==> src/design/gdfs_pkg.sv <==
// Shared types and constants for the depth-first search block.
package gdfs_pkg;

    // Fixed field widths
    localparam int VTX_W = 5;
    localparam int OP_W  = 2;
    localparam int ST_W  = 3;
    localparam int CNT_W = 6;

    // Item operation codes
    typedef enum logic [OP_W-1:0] {
        OP_ADD    = 2'd0,
        OP_SEARCH = 2'd1,
        OP_CLEAR  = 2'd2,
        OP_NOP    = 2'd3
    } op_t;

    // Result status codes
    typedef enum logic [ST_W-1:0] {
        ST_DONE  = 3'd0,
        ST_VISIT = 3'd1,
        ST_RANGE = 3'd2,
        ST_FULL  = 3'd3,
        ST_NONE  = 3'd4
    } status_t;

    // Controller states
    typedef enum logic [2:0] {
        S_IDLE,
        S_EXEC,
        S_ADD_WR,
        S_POP,
        S_VISIT,
        S_HEAD,
        S_EDGE,
        S_FINISH
    } state_t;

    // Commands from the controller to the datapath
    typedef struct packed {
        logic    capture;
        logic    head_rd_from;
        logic    head_rd_cur;
        logic    add_commit;
        logic    clear_all;
        logic    push_start;
        logic    pop;
        logic    visit;
        logic    edge_first;
        logic    edge_step;
        logic    pend_clear;
        logic    emit;
        logic    emit_pend;
        logic    emit_last;
        status_t emit_status;
    } cmd_t;

    // Status from the datapath to the controller
    typedef struct packed {
        op_t  op;
        logic add_ok;
        logic full;
        logic start_ok;
        logic level_zero;
        logic cur_ok;
        logic pend_valid;
        logic head_ok;
        logic next_ok;
        logic out_free;
    } stat_t;

endpackage

==> src/design/graph_dfs_explicit_stack.sv <==
// Top level of the depth-first search block over per-vertex edge lists.
//
// The block takes one item at a time. It accepts the next item in the cycle after the
// final result of the previous one has been loaded into the output register. An add-edge
// item has its result loaded in the add-write state that follows the execute state, and a
// clear or a rejected item in the execute state itself. A search walks the edge store and
// the stack, both memories with one read port and a registered read, with one pop and one
// list head lookup per visited vertex; one edge is followed per cycle. Each visited vertex
// is held back by one result so that the final one can carry the last flag. A stalled
// output side stalls the walk only when a result is ready to leave.
module graph_dfs_explicit_stack #(
    parameter int MAX_VERT  = 32,
    parameter int MAX_EDGES = 64
) (
    input  logic                        clk,
    input  logic                        rst_n,
    input  logic                        cfg_valid,
    output logic                        cfg_ready,
    input  logic [gdfs_pkg::CNT_W-1:0]  cfg_data,
    input  logic                        in_valid,
    output logic                        in_ready,
    input  logic [gdfs_pkg::OP_W-1:0]   op,
    input  logic [gdfs_pkg::VTX_W-1:0]  from_vertex,
    input  logic [gdfs_pkg::VTX_W-1:0]  target_vertex,
    output logic                        out_valid,
    input  logic                        out_ready,
    output logic [gdfs_pkg::VTX_W-1:0]  vertex,
    output logic [gdfs_pkg::ST_W-1:0]   status,
    output logic                        last
);

    gdfs_pkg::cmd_t  cmd;
    gdfs_pkg::stat_t stat;
    logic            cfg_we;

    // The register write always completes in the cycle it is offered.
    assign cfg_ready = 1'b1;
    assign cfg_we    = cfg_valid && cfg_ready;

    // Controller
    gdfs_ctrl u_ctrl (
        .clk      (clk),
        .rst_n    (rst_n),
        .in_valid (in_valid),
        .in_ready (in_ready),
        .stat     (stat),
        .cmd      (cmd)
    );

    // Datapath
    gdfs_dp #(
        .MAX_VERT  (MAX_VERT),
        .MAX_EDGES (MAX_EDGES)
    ) u_dp (
        .clk           (clk),
        .rst_n         (rst_n),
        .cfg_we        (cfg_we),
        .cfg_data      (cfg_data),
        .op            (op),
        .from_vertex   (from_vertex),
        .target_vertex (target_vertex),
        .out_ready     (out_ready),
        .out_valid     (out_valid),
        .vertex        (vertex),
        .status        (status),
        .last          (last),
        .cmd           (cmd),
        .stat          (stat)
    );

endmodule

==> src/design/gdfs_ram.sv <==
// Generic single-write, single-read RAM with registered read data.
module gdfs_ram #(
    parameter int WIDTH = 8,
    parameter int DEPTH = 32
) (
    input  logic                                   clk,
    input  logic                                   wr_en,
    input  logic [((DEPTH > 1) ? $clog2(DEPTH) : 1)-1:0] wr_addr,
    input  logic [WIDTH-1:0]                       wr_data,
    input  logic                                   rd_en,
    input  logic [((DEPTH > 1) ? $clog2(DEPTH) : 1)-1:0] rd_addr,
    output logic [WIDTH-1:0]                       rd_data
);

    logic [WIDTH-1:0] mem_reg [DEPTH];
    logic [WIDTH-1:0] rd_data_reg;

    // Write port
    always_ff @(posedge clk)
    begin
        if (wr_en)
        begin
            mem_reg[wr_addr] <= wr_data;
        end
    end

    // Read port; the data holds until the next read.
    always_ff @(posedge clk)
    begin
        if (rd_en)
        begin
            rd_data_reg <= mem_reg[rd_addr];
        end
    end

    assign rd_data = rd_data_reg;

endmodule

==> src/design/gdfs_ctrl.sv <==
// Controller state machine that sequences edge updates and the search walk.
module gdfs_ctrl (
    input  logic             clk,
    input  logic             rst_n,
    input  logic             in_valid,
    output logic             in_ready,
    input  gdfs_pkg::stat_t  stat,
    output gdfs_pkg::cmd_t   cmd
);

    gdfs_pkg::state_t state_reg;
    gdfs_pkg::state_t state_next;

    // State register
    always_ff @(posedge clk or negedge rst_n)
    begin
        if (!rst_n)
        begin
            state_reg <= gdfs_pkg::S_IDLE;
        end
        else
        begin
            state_reg <= state_next;
        end
    end

    // Next state
    always_comb
    begin
        state_next = state_reg;
        case (state_reg)
            gdfs_pkg::S_IDLE:
            begin
                if (in_valid)
                begin
                    state_next = gdfs_pkg::S_EXEC;
                end
            end
            gdfs_pkg::S_EXEC:
            begin
                case (stat.op)
                    gdfs_pkg::OP_ADD:
                    begin
                        if (stat.add_ok && !stat.full)
                        begin
                            state_next = gdfs_pkg::S_ADD_WR;
                        end
                        else if (stat.out_free)
                        begin
                            state_next = gdfs_pkg::S_IDLE;
                        end
                    end
                    gdfs_pkg::OP_SEARCH:
                    begin
                        if (stat.start_ok)
                        begin
                            state_next = gdfs_pkg::S_POP;
                        end
                        else if (stat.out_free)
                        begin
                            state_next = gdfs_pkg::S_IDLE;
                        end
                    end
                    default:
                    begin
                        if (stat.out_free)
                        begin
                            state_next = gdfs_pkg::S_IDLE;
                        end
                    end
                endcase
            end
            gdfs_pkg::S_ADD_WR:
            begin
                if (stat.out_free)
                begin
                    state_next = gdfs_pkg::S_IDLE;
                end
            end
            gdfs_pkg::S_POP:
            begin
                if (stat.level_zero)
                begin
                    state_next = gdfs_pkg::S_FINISH;
                end
                else
                begin
                    state_next = gdfs_pkg::S_VISIT;
                end
            end
            gdfs_pkg::S_VISIT:
            begin
                if (!stat.cur_ok)
                begin
                    state_next = gdfs_pkg::S_POP;
                end
                else if (!stat.pend_valid || stat.out_free)
                begin
                    state_next = gdfs_pkg::S_HEAD;
                end
            end
            gdfs_pkg::S_HEAD:
            begin
                if (stat.head_ok)
                begin
                    state_next = gdfs_pkg::S_EDGE;
                end
                else
                begin
                    state_next = gdfs_pkg::S_POP;
                end
            end
            gdfs_pkg::S_EDGE:
            begin
                if (!stat.next_ok)
                begin
                    state_next = gdfs_pkg::S_POP;
                end
            end
            gdfs_pkg::S_FINISH:
            begin
                if (stat.out_free)
                begin
                    state_next = gdfs_pkg::S_IDLE;
                end
            end
            default:
            begin
                state_next = gdfs_pkg::S_IDLE;
            end
        endcase
    end

    // Outputs
    always_comb
    begin
        in_ready = 1'b0;
        cmd      = '0;
        case (state_reg)
            gdfs_pkg::S_IDLE:
            begin
                in_ready    = 1'b1;
                cmd.capture = in_valid;
            end
            gdfs_pkg::S_EXEC:
            begin
                cmd.emit_last = 1'b1;
                case (stat.op)
                    gdfs_pkg::OP_ADD:
                    begin
                        if (!stat.add_ok)
                        begin
                            cmd.emit        = stat.out_free;
                            cmd.emit_status = gdfs_pkg::ST_RANGE;
                        end
                        else if (stat.full)
                        begin
                            cmd.emit        = stat.out_free;
                            cmd.emit_status = gdfs_pkg::ST_FULL;
                        end
                        else
                        begin
                            cmd.head_rd_from = 1'b1;
                        end
                    end
                    gdfs_pkg::OP_SEARCH:
                    begin
                        if (stat.start_ok)
                        begin
                            cmd.push_start = 1'b1;
                        end
                        else
                        begin
                            cmd.emit        = stat.out_free;
                            cmd.emit_status = gdfs_pkg::ST_RANGE;
                        end
                    end
                    gdfs_pkg::OP_CLEAR:
                    begin
                        cmd.clear_all   = stat.out_free;
                        cmd.emit        = stat.out_free;
                        cmd.emit_status = gdfs_pkg::ST_DONE;
                    end
                    default:
                    begin
                        cmd.emit        = stat.out_free;
                        cmd.emit_status = gdfs_pkg::ST_DONE;
                    end
                endcase
            end
            gdfs_pkg::S_ADD_WR:
            begin
                cmd.add_commit  = stat.out_free;
                cmd.emit        = stat.out_free;
                cmd.emit_last   = 1'b1;
                cmd.emit_status = gdfs_pkg::ST_DONE;
            end
            gdfs_pkg::S_POP:
            begin
                cmd.pop = !stat.level_zero;
            end
            gdfs_pkg::S_VISIT:
            begin
                if (stat.cur_ok && (!stat.pend_valid || stat.out_free))
                begin
                    cmd.visit       = 1'b1;
                    cmd.head_rd_cur = 1'b1;
                    cmd.emit        = stat.pend_valid;
                    cmd.emit_pend   = 1'b1;
                    cmd.emit_status = gdfs_pkg::ST_VISIT;
                end
            end
            gdfs_pkg::S_HEAD:
            begin
                cmd.edge_first = stat.head_ok;
            end
            gdfs_pkg::S_EDGE:
            begin
                cmd.edge_step = 1'b1;
            end
            gdfs_pkg::S_FINISH:
            begin
                cmd.emit       = stat.out_free;
                cmd.pend_clear = stat.out_free;
                cmd.emit_last  = 1'b1;
                cmd.emit_pend  = stat.pend_valid;
                if (stat.pend_valid)
                begin
                    cmd.emit_status = gdfs_pkg::ST_VISIT;
                end
                else
                begin
                    cmd.emit_status = gdfs_pkg::ST_NONE;
                end
            end
            default:
            begin
                cmd = '0;
            end
        endcase
    end

endmodule

==> src/design/gdfs_dp.sv <==
// Datapath: edge lists, visited map, walk stack and the result register.
module gdfs_dp #(
    parameter int MAX_VERT  = 32,
    parameter int MAX_EDGES = 64
) (
    input  logic                              clk,
    input  logic                              rst_n,
    input  logic                              cfg_we,
    input  logic [gdfs_pkg::CNT_W-1:0]        cfg_data,
    input  logic [gdfs_pkg::OP_W-1:0]         op,
    input  logic [gdfs_pkg::VTX_W-1:0]        from_vertex,
    input  logic [gdfs_pkg::VTX_W-1:0]        target_vertex,
    input  logic                              out_ready,
    output logic                              out_valid,
    output logic [gdfs_pkg::VTX_W-1:0]        vertex,
    output logic [gdfs_pkg::ST_W-1:0]         status,
    output logic                              last,
    input  gdfs_pkg::cmd_t                    cmd,
    output gdfs_pkg::stat_t                   stat
);

    localparam int VIW = $clog2(MAX_VERT);
    localparam int EAW = (MAX_EDGES > 1) ? $clog2(MAX_EDGES) : 1;
    localparam int EPW = $clog2(MAX_EDGES + 1);
    localparam int SD  = MAX_EDGES + 1;
    localparam int SAW = $clog2(SD);
    localparam int SLW = $clog2(SD + 1);
    localparam int VW  = gdfs_pkg::VTX_W;
    localparam int EDW = EPW + VW;

    localparam logic [EPW-1:0] EMPTY    = EPW'(MAX_EDGES);
    localparam logic [6:0]     VLIM     = 7'(MAX_VERT);
    localparam logic [SLW-1:0] STK_FULL = SLW'(SD);

    // Vertex number to map index, widening or narrowing as the map depth needs.
    function automatic logic [VIW-1:0] vidx(input logic [VW-1:0] v);
        logic [VIW+VW-1:0] ext;
        ext = (VIW+VW)'(v);
        return ext[VIW-1:0];
    endfunction

    logic [gdfs_pkg::CNT_W-1:0] vcount_reg;
    logic [gdfs_pkg::OP_W-1:0]  op_reg;
    logic [VW-1:0]              from_reg;
    logic [VW-1:0]              target_reg;
    logic [EPW-1:0]             edges_used_reg;
    logic [MAX_VERT-1:0]        head_vld_reg;
    logic [MAX_VERT-1:0]        visited_reg;
    logic                       head_hit_reg;
    logic [SLW-1:0]             level_reg;
    logic [VW-1:0]              pend_reg;
    logic                       pend_vld_reg;
    logic                       out_valid_reg;
    logic [VW-1:0]              vertex_reg;
    logic [gdfs_pkg::ST_W-1:0]  status_reg;
    logic                       last_reg;

    logic                       head_rd_en;
    logic [VIW-1:0]             head_rd_addr;
    logic [EPW-1:0]             head_rd_data;
    logic                       edge_rd_en;
    logic [EAW-1:0]             edge_rd_addr;
    logic [EDW-1:0]             edge_rd_data;
    logic [EDW-1:0]             edge_wr_data;
    logic [EPW-1:0]             edge_next_f;
    logic [VW-1:0]              edge_dest_f;
    logic                       stk_wr_en;
    logic [SAW-1:0]             stk_wr_addr;
    logic [VW-1:0]              stk_wr_data;
    logic [SLW-1:0]             level_m1;
    logic [VW-1:0]              stk_rd_data;
    logic                       push_ok;
    logic                       from_ok;
    logic                       target_ok;
    logic                       out_free;

    // Vertex range checks against the register and the map depth
    assign from_ok   = (gdfs_pkg::CNT_W'(from_reg) < vcount_reg) && (7'(from_reg) < VLIM);
    assign target_ok = (gdfs_pkg::CNT_W'(target_reg) < vcount_reg)
                       && (7'(target_reg) < VLIM);

    assign edge_next_f = edge_rd_data[EDW-1:VW];
    assign edge_dest_f = edge_rd_data[VW-1:0];
    assign level_m1    = level_reg - SLW'(1);
    assign out_free    = !out_valid_reg || out_ready;

    // A neighbour goes on the stack only if it is in the map and not yet visited.
    assign push_ok = (7'(edge_dest_f) < VLIM) && !visited_reg[vidx(edge_dest_f)]
                     && (level_reg != STK_FULL);

    // Configuration register
    always_ff @(posedge clk or negedge rst_n)
    begin
        if (!rst_n)
        begin
            vcount_reg <= '0;
        end
        else if (cfg_we)
        begin
            vcount_reg <= cfg_data;
        end
    end

    // Item capture
    always_ff @(posedge clk)
    begin
        if (cmd.capture)
        begin
            op_reg     <= op;
            from_reg   <= from_vertex;
            target_reg <= target_vertex;
        end
    end

    // Edge store fill level and list head valid bits
    always_ff @(posedge clk or negedge rst_n)
    begin
        if (!rst_n)
        begin
            edges_used_reg <= '0;
            head_vld_reg   <= '0;
        end
        else if (cmd.clear_all)
        begin
            edges_used_reg <= '0;
            head_vld_reg   <= '0;
        end
        else if (cmd.add_commit)
        begin
            edges_used_reg              <= edges_used_reg + EPW'(1);
            head_vld_reg[vidx(from_reg)] <= 1'b1;
        end
    end

    // List head read, with the valid bit of the entry read
    assign head_rd_en   = cmd.head_rd_from || cmd.head_rd_cur;
    assign head_rd_addr = cmd.head_rd_cur ? vidx(stk_rd_data) : vidx(from_reg);

    always_ff @(posedge clk)
    begin
        if (head_rd_en)
        begin
            head_hit_reg <= head_vld_reg[head_rd_addr];
        end
    end

    gdfs_ram #(
        .WIDTH (EPW),
        .DEPTH (MAX_VERT)
    ) u_head_ram (
        .clk     (clk),
        .wr_en   (cmd.add_commit),
        .wr_addr (vidx(from_reg)),
        .wr_data (edges_used_reg),
        .rd_en   (head_rd_en),
        .rd_addr (head_rd_addr),
        .rd_data (head_rd_data)
    );

    // Edge store: next pointer and destination of each edge
    assign edge_wr_data = {(head_hit_reg ? head_rd_data : EMPTY), target_reg};
    assign edge_rd_en   = cmd.edge_first || (cmd.edge_step && stat.next_ok);
    assign edge_rd_addr = cmd.edge_first ? head_rd_data[EAW-1:0] : edge_next_f[EAW-1:0];

    gdfs_ram #(
        .WIDTH (EDW),
        .DEPTH (MAX_EDGES)
    ) u_edge_ram (
        .clk     (clk),
        .wr_en   (cmd.add_commit),
        .wr_addr (edges_used_reg[EAW-1:0]),
        .wr_data (edge_wr_data),
        .rd_en   (edge_rd_en),
        .rd_addr (edge_rd_addr),
        .rd_data (edge_rd_data)
    );

    // Walk stack: the start vertex at the bottom, neighbours pushed on top
    assign stk_wr_en   = cmd.push_start || (cmd.edge_step && push_ok);
    assign stk_wr_addr = cmd.push_start ? '0 : level_reg[SAW-1:0];
    assign stk_wr_data = cmd.push_start ? target_reg : edge_dest_f;

    gdfs_ram #(
        .WIDTH (VW),
        .DEPTH (SD)
    ) u_stack_ram (
        .clk     (clk),
        .wr_en   (stk_wr_en),
        .wr_addr (stk_wr_addr),
        .wr_data (stk_wr_data),
        .rd_en   (cmd.pop),
        .rd_addr (level_m1[SAW-1:0]),
        .rd_data (stk_rd_data)
    );

    always_ff @(posedge clk or negedge rst_n)
    begin
        if (!rst_n)
        begin
            level_reg <= '0;
        end
        else if (cmd.push_start)
        begin
            level_reg <= SLW'(1);
        end
        else if (cmd.pop)
        begin
            level_reg <= level_m1;
        end
        else if (cmd.edge_step && push_ok)
        begin
            level_reg <= level_reg + SLW'(1);
        end
    end

    // Visited map and the held-back vertex that waits for its last flag
    always_ff @(posedge clk or negedge rst_n)
    begin
        if (!rst_n)
        begin
            visited_reg  <= '0;
            pend_vld_reg <= 1'b0;
        end
        else
        begin
            if (cmd.visit)
            begin
                visited_reg[vidx(stk_rd_data)] <= 1'b1;
            end
            if (cmd.push_start || cmd.pend_clear)
            begin
                pend_vld_reg <= 1'b0;
            end
            else if (cmd.visit)
            begin
                pend_vld_reg <= 1'b1;
            end
        end
    end

    always_ff @(posedge clk)
    begin
        if (cmd.visit)
        begin
            pend_reg <= stk_rd_data;
        end
    end

    // Result register
    always_ff @(posedge clk or negedge rst_n)
    begin
        if (!rst_n)
        begin
            out_valid_reg <= 1'b0;
        end
        else if (cmd.emit)
        begin
            out_valid_reg <= 1'b1;
        end
        else if (out_ready)
        begin
            out_valid_reg <= 1'b0;
        end
    end

    always_ff @(posedge clk)
    begin
        if (cmd.emit)
        begin
            vertex_reg <= cmd.emit_pend ? pend_reg : '0;
            status_reg <= cmd.emit_status;
            last_reg   <= cmd.emit_last;
        end
    end

    assign out_valid = out_valid_reg;
    assign vertex    = vertex_reg;
    assign status    = status_reg;
    assign last      = last_reg;

    // Status towards the controller
    always_comb
    begin
        stat            = '0;
        stat.op         = gdfs_pkg::op_t'(op_reg);
        stat.add_ok     = from_ok && target_ok;
        stat.full       = (edges_used_reg == EMPTY);
        stat.start_ok   = target_ok;
        stat.level_zero = (level_reg == '0);
        stat.cur_ok     = (7'(stk_rd_data) < VLIM) && !visited_reg[vidx(stk_rd_data)];
        stat.pend_valid = pend_vld_reg;
        stat.head_ok    = head_hit_reg;
        stat.next_ok    = (edge_next_f != EMPTY);
        stat.out_free   = out_free;
    end

endmodule
==> config.mk <==
export PLATFORM = sky130hd
export DESIGN_NAME = graph_dfs_explicit_stack
export DESIGN_NICKNAME = d
export VERILOG_FILES = /design/src/design/gdfs_pkg.sv /design/src/design/graph_dfs_explicit_stack.sv /design/src/design/gdfs_ram.sv /design/src/design/gdfs_ctrl.sv /design/src/design/gdfs_dp.sv
export SDC_FILE = /design/constraint.sdc
export NUM_CORES = 2
export LEC_CHECK = 0
export ABC_CLOCK_PERIOD_IN_PS = 5700
export BUFFER_PORTS_ARGS = -buffer_cell sky130_fd_sc_hd__buf_2
export CAP_MARGIN = 20
export CORE_ASPECT_RATIO = 0.8
export CORE_MARGIN = 4
export CORE_UTILIZATION = 40
export DETAILED_ROUTE_END_ITERATION = 16
export PLACE_DENSITY = 0.68
export REMOVE_ABC_BUFFERS = 1
export SLEW_MARGIN = 20
export SYNTH_ARGS = -nofsm -noshare
export SYNTH_HDL_FRONTEND = slang
export SYNTH_HIERARCHICAL = 1
export SYNTH_SLANG_ARGS = --single-unit
export TNS_END_PERCENT = 30
==> constraint.sdc <==
create_clock -name clk -period 5.7 [get_ports clk]
set_clock_uncertainty 0.2 [all_clocks]
set_input_delay 0.57 -clock clk [delete_from_list [all_inputs] [get_ports clk]]
set_output_delay 0.57 -clock clk [all_outputs]
set_load 0.05 [all_outputs]
After elaboration in Yosys (flattened, before gate mapping)

Memory sizes are Yosys's and may differ from the RTL's. A register that Yosys moved wholly into a read port is not among the register bits.
Cells that the tools add are included.

$add $sub $neg: 3
Magnitude comparators: 8
Equality and inequality tests: 15
Mux-type cells: 73
Bitwise gates (word level): 2
Reduce and logical (&&, ||, !) cells: 30

Operators by type and width:

| cell                                                        | count |
|---|---|
| two-way mux 32 bit                                          | 2 |
| OR 32 bit                                                   | 2 |
| two-way mux 7 bit                                           | 7 |
| two-way mux 1 bit                                           | 34 |
| two-way mux 3 bit                                           | 10 |
| less-than comparator 5 x 6 -> 1 bit (second input constant) | 4 |
| case mux 3 bit (7 select lines)                             | 1 |
| binary-select mux 1 bit (select 5 bit)                      | 3 |
| adder 7 x 1 -> 7 bit (second input constant)                | 2 |
| != test 7 bit (second input constant)                       | 2 |
| == test 3 bit (second input constant)                       | 4 |
| less-than comparator 5 x 6 -> 1 bit                         | 2 |
| case mux 3 bit (2 select lines)                             | 2 |
| demux 1 bit (select 5 bit)                                  | 2 |
| >= comparator 5 x 1 -> 1 bit (second input constant)        | 2 |
| two-way mux 2 bit                                           | 5 |
| two-way mux 5 bit                                           | 2 |
| case mux 3 bit (3 select lines)                             | 1 |
| logical AND 1 bit                                           | 8 |
| == test 7 bit (second input constant)                       | 1 |
| logical NOT 7 bit                                           | 1 |
| subtractor 7 x 1 -> 7 bit (second input constant)           | 1 |
| == test 3 x 2 -> 1 bit (second input constant)              | 2 |
| logical NOT 1 bit                                           | 6 |
| 16 further kinds                                            | 25 |

Bits in registers: 116
RAM bits: 1317
Bits of input ports: 23
Output and inout port bits: 12
Logic and storage cells: 150
Memories kept: 3

Memory list:

| name                     | words | width | read ports | clocked after Yosys merged registers in | write ports | line           | source |
|---|---|---|---|---|---|---|---|
| u_dp.u_edge_ram.mem_reg  | 64    | 12    | 1          | 1                                       | 1           | gdfs_ram.sv:15 | `logic [WIDTH-1:0] mem_reg [DEPTH];` |
| u_dp.u_stack_ram.mem_reg | 65    | 5     | 1          | 1                                       | 1           | gdfs_ram.sv:15 |  |
| u_dp.u_head_ram.mem_reg  | 32    | 7     | 1          | 1                                       | 1           | gdfs_ram.sv:15 |  |

Longest topological paths before layout

Depth after elaboration: 9
Gate-level depth with buffers: 17
Depth with buffers taken out: 13

By module

Netlist, hierarchy kept.

By module, submodules not included:

| module                       | times used | cells each | area each (um^2) | sequential area each (um^2) |
|---|---|---|---|---|
| gdfs_ram at u_dp.u_edge_ram  | 1          | 1339       | 29971.2          | 23422.5 |
| gdfs_ram at u_dp.u_stack_ram | 1          | 615        | 12968.7          | 9909.5 |
| gdfs_ram at u_dp.u_head_ram  | 1          | 370        | 8903.5           | 6936.7 |
| gdfs_dp                      | 1          | 541        | 5941.9           | 2962.8 |
| gdfs_ctrl                    | 1          | 68         | 495.5            | 75.1 |
| graph_dfs_explicit_stack     | 1          | 2          | 11.3             | 0.0 |

Worst setup path before layout

No wires, ideal clock.

Path kind: register -> register
Start: reg u_dp.u_stack_ram.rd_data_reg[0] (netlist: u_dp/u_stack_ram/rd_data[0]), read port of u_dp.u_stack_ram.mem_reg
End: reg u_dp.u_head_ram.rd_data_reg[0] (netlist: u_dp/u_head_ram/rd_data[0]), read port of u_dp.u_head_ram.mem_reg, data pin
Data arrival time: 5082 ps
Required time: 5240 ps
Slack: 158 ps
Stages on the path, launching flop included: 18
Buffers on the path: 7
Cell sequence: edfxtp_1 -> buf_2 -> clkbuf_1 -> mux4_2 -> o22ai_1 -> or4_1 -> nand2b_1 -> nor3b_1 -> buf_4 -> buf_6 -> mux2i_4 -> buf_6 -> inv_1 -> buf_6 -> buf_6 -> mux4_2 -> mux4_2 -> mux2_2

RTL lines:

| what               | line           | source |
|---|---|---|
| start: declaration | gdfs_ram.sv:16 | `logic [WIDTH-1:0] rd_data_reg;` |
| end: declaration   | gdfs_ram.sv:16 |  |

==> results by group <==
Die
  – Die Wd: around 430 um
  – Die height: between 300 and 400 um
  – Initial core utilization: 0.4021
  – CORE AREA: 145000 um^2
  – Row count: ~130
  – IO Count: 35
  – Die ar.: approximately 150000 um^2

Placement
  – GPL Wtd Cong: slightly above 0.8
  – Post-DP Area: between 60000 and 70000 um^2
  – Dpl hpwl: about 81000 um
  – IO buf count: 33

Global routing
  – First-pass GRT wire length: 197200 um
  – Initial antenna violation count: 1
  – Grt total ovfl: 0
  – GRT Util Overall: 0.1727
  – Vias in the first global route: just under 30000
  – Largest net degree at the start of global routing: 83

STA
  – Slew HR: 0.2276
  – # setup viols final: 0
  – Final Hold Fails: 0
  – Fmax: ~200 MHz
  – Final period util: 0.8929
  – Worst Tran Pin Value: 1.154 ns
  – Period minus WS final: between 5 and 6 ns
  – Setup Total Neg Slack: 0 ns
  – Final Slew Violations: 0
  – RSZ-0062 raised after global routing: no

Routing
  – Final wirelength: 131700 um
  – Via count: 29620
  – ANT nets after route: 0
  – Routed vias/inst: around 5.8
  – Initial DRC Count: between 3000 and 4000
  – # DRC: 0
  – Pre-antenna DRT Iters: 5
  – Routed WL per cell: 25.72 um

Worst setup path
  – Critical path fanouts, max: 20
  – Crit path largest cell delay: a little under 0.8 ns
  – Cell mode on critical path: mux4_2
  – Crit path cell chain: mux4_2 > o22ai_1 > or4_1 > nand2b_1 > nor3b_2 > mux2i_4 > clkinv_2 > buf_4 > mux4_2 > mux4_2 > mux2_2
  – CP Launch Type: flop
  – Reg-to-reg setup timing slack: slightly above 0.6 ns
  – Crit path required time: about 6.0 ns
  – R2r endpoint: u_dp/u_head_ram/rd_data[3]
  – Worst Setup Path Type: reg -> reg
  – Worst r2r src: u_dp/u_stack_ram/rd_data[0]
  – Path depth of the worst reg2reg path: 11
  – Highest-delay cell along the critical path: edfxtp_1
  – Critical path endpoint category: flop
  – CP Data Arrival Time: between 5 and 6 ns

Run status
  – Status: completed

Cells and area
  – Share of layout cells above drive strength 1: 0.2492
  – Most common cell after layout, fill and taps aside: edfxtp_1
  – Final Cell Area: about 66000 um^2
  – Fillers: 11970
  – Max reg flops: 768
  – Commonest non-fill, non-tap cells in the layout: edfxtp_1, mux4_2, nor2_1, clkbuf_16, buf_4
  – Final #Nets: around 3100
  – Area growth, synth to finish: 12.76%

CTS
  – Clock Path Buffers: 3
  – CTS tree: built
  – Clock sink count: about 1500
  – H-Tree Depth: 4
  – Clock latency on the worst-skew pair: 0.76 ns
  – Postcts setup bufs: 0
  – Hold_buf cts: 30
  – CTS buffer count: ~130
  – Clock root cell: clkbuf_16
  – Cts repair resizes: 0
  – CTS clk-pin slew, worst paths: approximately 0.070 ns

Worst hold path
  – Hold Path Class: in -> async

Power
  – Pwr Density: 419.8 nW/um^2
  – Overall Power: between 20 and 30 mW
  – LEAKAGE: approximately 21 nW
  – Max IR drop VDD: between 0.0003 and 0.0004 V

Logic synthesis
  – Largest family of logic cells by synthesized area: multiplexers
  – Yosys warning count: 6
  – Syn_area_per_cell: 19.86 um^2
  – EDFF count, synth: roughly 1400
  – Synth Area in Compound Gates: 0.03318
  – Mux cell area share after synthesis: 0.1574
  – Post-Synthesis Cells: roughly 2900
  – Post-synthesis register bit count: about 1500
  – Post-Syn Area: roughly 58000 um^2
  – Netlist cell types: 74
  – Post-synth ARST share: 0.06108
  – Register area share after synthesis: 0.7429
  – Synth Area in Adders: 0.002790
  – Post-synth top flop: edfxtp_1
  – Synth Area in Simple Gates: 0.04495
  – Xor and xnor area share after synthesis: 0.001352

Run
  – Max cap viols: 0
[critical path: cells and delay by family (launching register included)]
kind	cells	cell delay (ns)
AOI/OAI and AO/OA	1	0.20
buffers and inverters	2	0.69
DFF	1	0.79
muxes	5	2.15
and+or+nand+nor	3	0.81
[where the power goes]
part | internal (mW) | switching, mW | leakage (nW)
Sequential | 12.5 | 0.377 | 13.9
Clock | 5.02 | 3.87 | 2.10
Combinational | 2.34 | 3.50 | 5.53
Total | 19.8 | 7.75 | 21.5
[metal layers]
| layer | GRT usage | routed length [um] | share of wire |
|---|---|---|---|
| met1 | 0.2619 | 57850 | 0.44 |
| met2 | 0.2517 | 58240 | 0.44 |
| met3 | 0.03749 | 12850 | 0.098 |
| met4 | 0.05021 | 2740 | 0.021 |
| met5 | 0 | 0 | 0 |
[logic make-up after synthesis]
group	count (synthesis)
AOI/OAI and AO/OA	276
adders and majority gates	13
and+or+nand+nor	532
other	1
muxes	465
buffers and inverters	182
DFF	1457
xor gates and xnor gates	9
[cell type report]
class                           instances  area (um^2)  share of cell area
Antenna cell                            1        2.502          0.00003807
Sequential cell                      1457        43310              0.6588
Timing Repair Buffer                  195         1546             0.02353
Clock inverter                         75        726.9             0.01106
Clock buffer                          168         3576             0.05440
Inverter                               23        90.09            0.001370
Tap cell                             1905         2384             0.03626
Multi-Input combinational cell       1296        14100              0.2145
[how the worst max path moves through the flow]
stage | from | to | slack, ns | cells past startpoint
after global routing | u_dp/u_stack_ram/rd_data[0] | u_dp/u_head_ram/rd_data[2] | 0.29 | 11
after floorplan | u_dp/level_reg[0] | u_dp/u_stack_ram/rd_data[0] | -3.46 | 8
after global placement | u_dp/u_stack_ram/rd_data[0] | u_dp/u_head_ram/rd_data[1] | 0.59 | 11
after detailed placement | u_dp/u_stack_ram/rd_data[0] | u_dp/u_head_ram/rd_data[1] | 0.57 | 11
final | u_dp/u_stack_ram/rd_data[0] | u_dp/u_head_ram/rd_data[3] | 0.61 | 11
after CTS | u_dp/u_stack_ram/rd_data[0] | u_dp/u_head_ram/rd_data[2] | 0.58 | 11
[metrics by stage]
step	hold WS, ns	setup WS (ns)	cells	util
after CTS	0.04377	0.5796	5119	0.4533
after floorplan	0.07441	-3.461	2776	-
after detailed placement	0.2673	0.5667	4846	0.4215
final	0.1001	0.6104	5120	0.4534
after global routing	0.1099	0.2915	5119	0.4534
after global placement	0.2624	0.5855	4844	0.4213
[synthesized netlist by cell type, types with 6 or more instances]
cell	count	area share
buf_6	26	0.0050
and3_1	8	0.00086
a211oi_1	20	0.0026
o21bai_1	16	0.0021
edfxtp_1	1368	0.70
or3_1	8	0.00086
o221ai_1	16	0.0024
mux2_2	39	0.0075
nor3_1	31	0.0027
nor2_1	229	0.015
clkbuf_1	77	0.0050
and3b_1	7	0.0011
a22oi_1	13	0.0017
inv_1	23	0.0015
nand2b_1	38	0.0041
buf_1	6	0.00039
dfrtp_1	89	0.038
nand4_1	6	0.00064
a22o_1	7	0.0011
o21ai_0	22	0.0019
nand3_1	39	0.0033
buf_2	26	0.0022
nand2_1	61	0.0039
mux4_2	356	0.14
nand3b_1	14	0.0018
o31ai_1	6	0.00077
a31oi_1	14	0.0015
mux2i_1	67	0.012
o22ai_1	38	0.0041
buf_4	23	0.0030
and2_1	17	0.0018
ha_1	13	0.0028
nor3b_1	10	0.0013
nor2b_1	38	0.0041
a21o_1	22	0.0028
a21oi_1	61	0.0052
(Power assumes the default switching activity.)
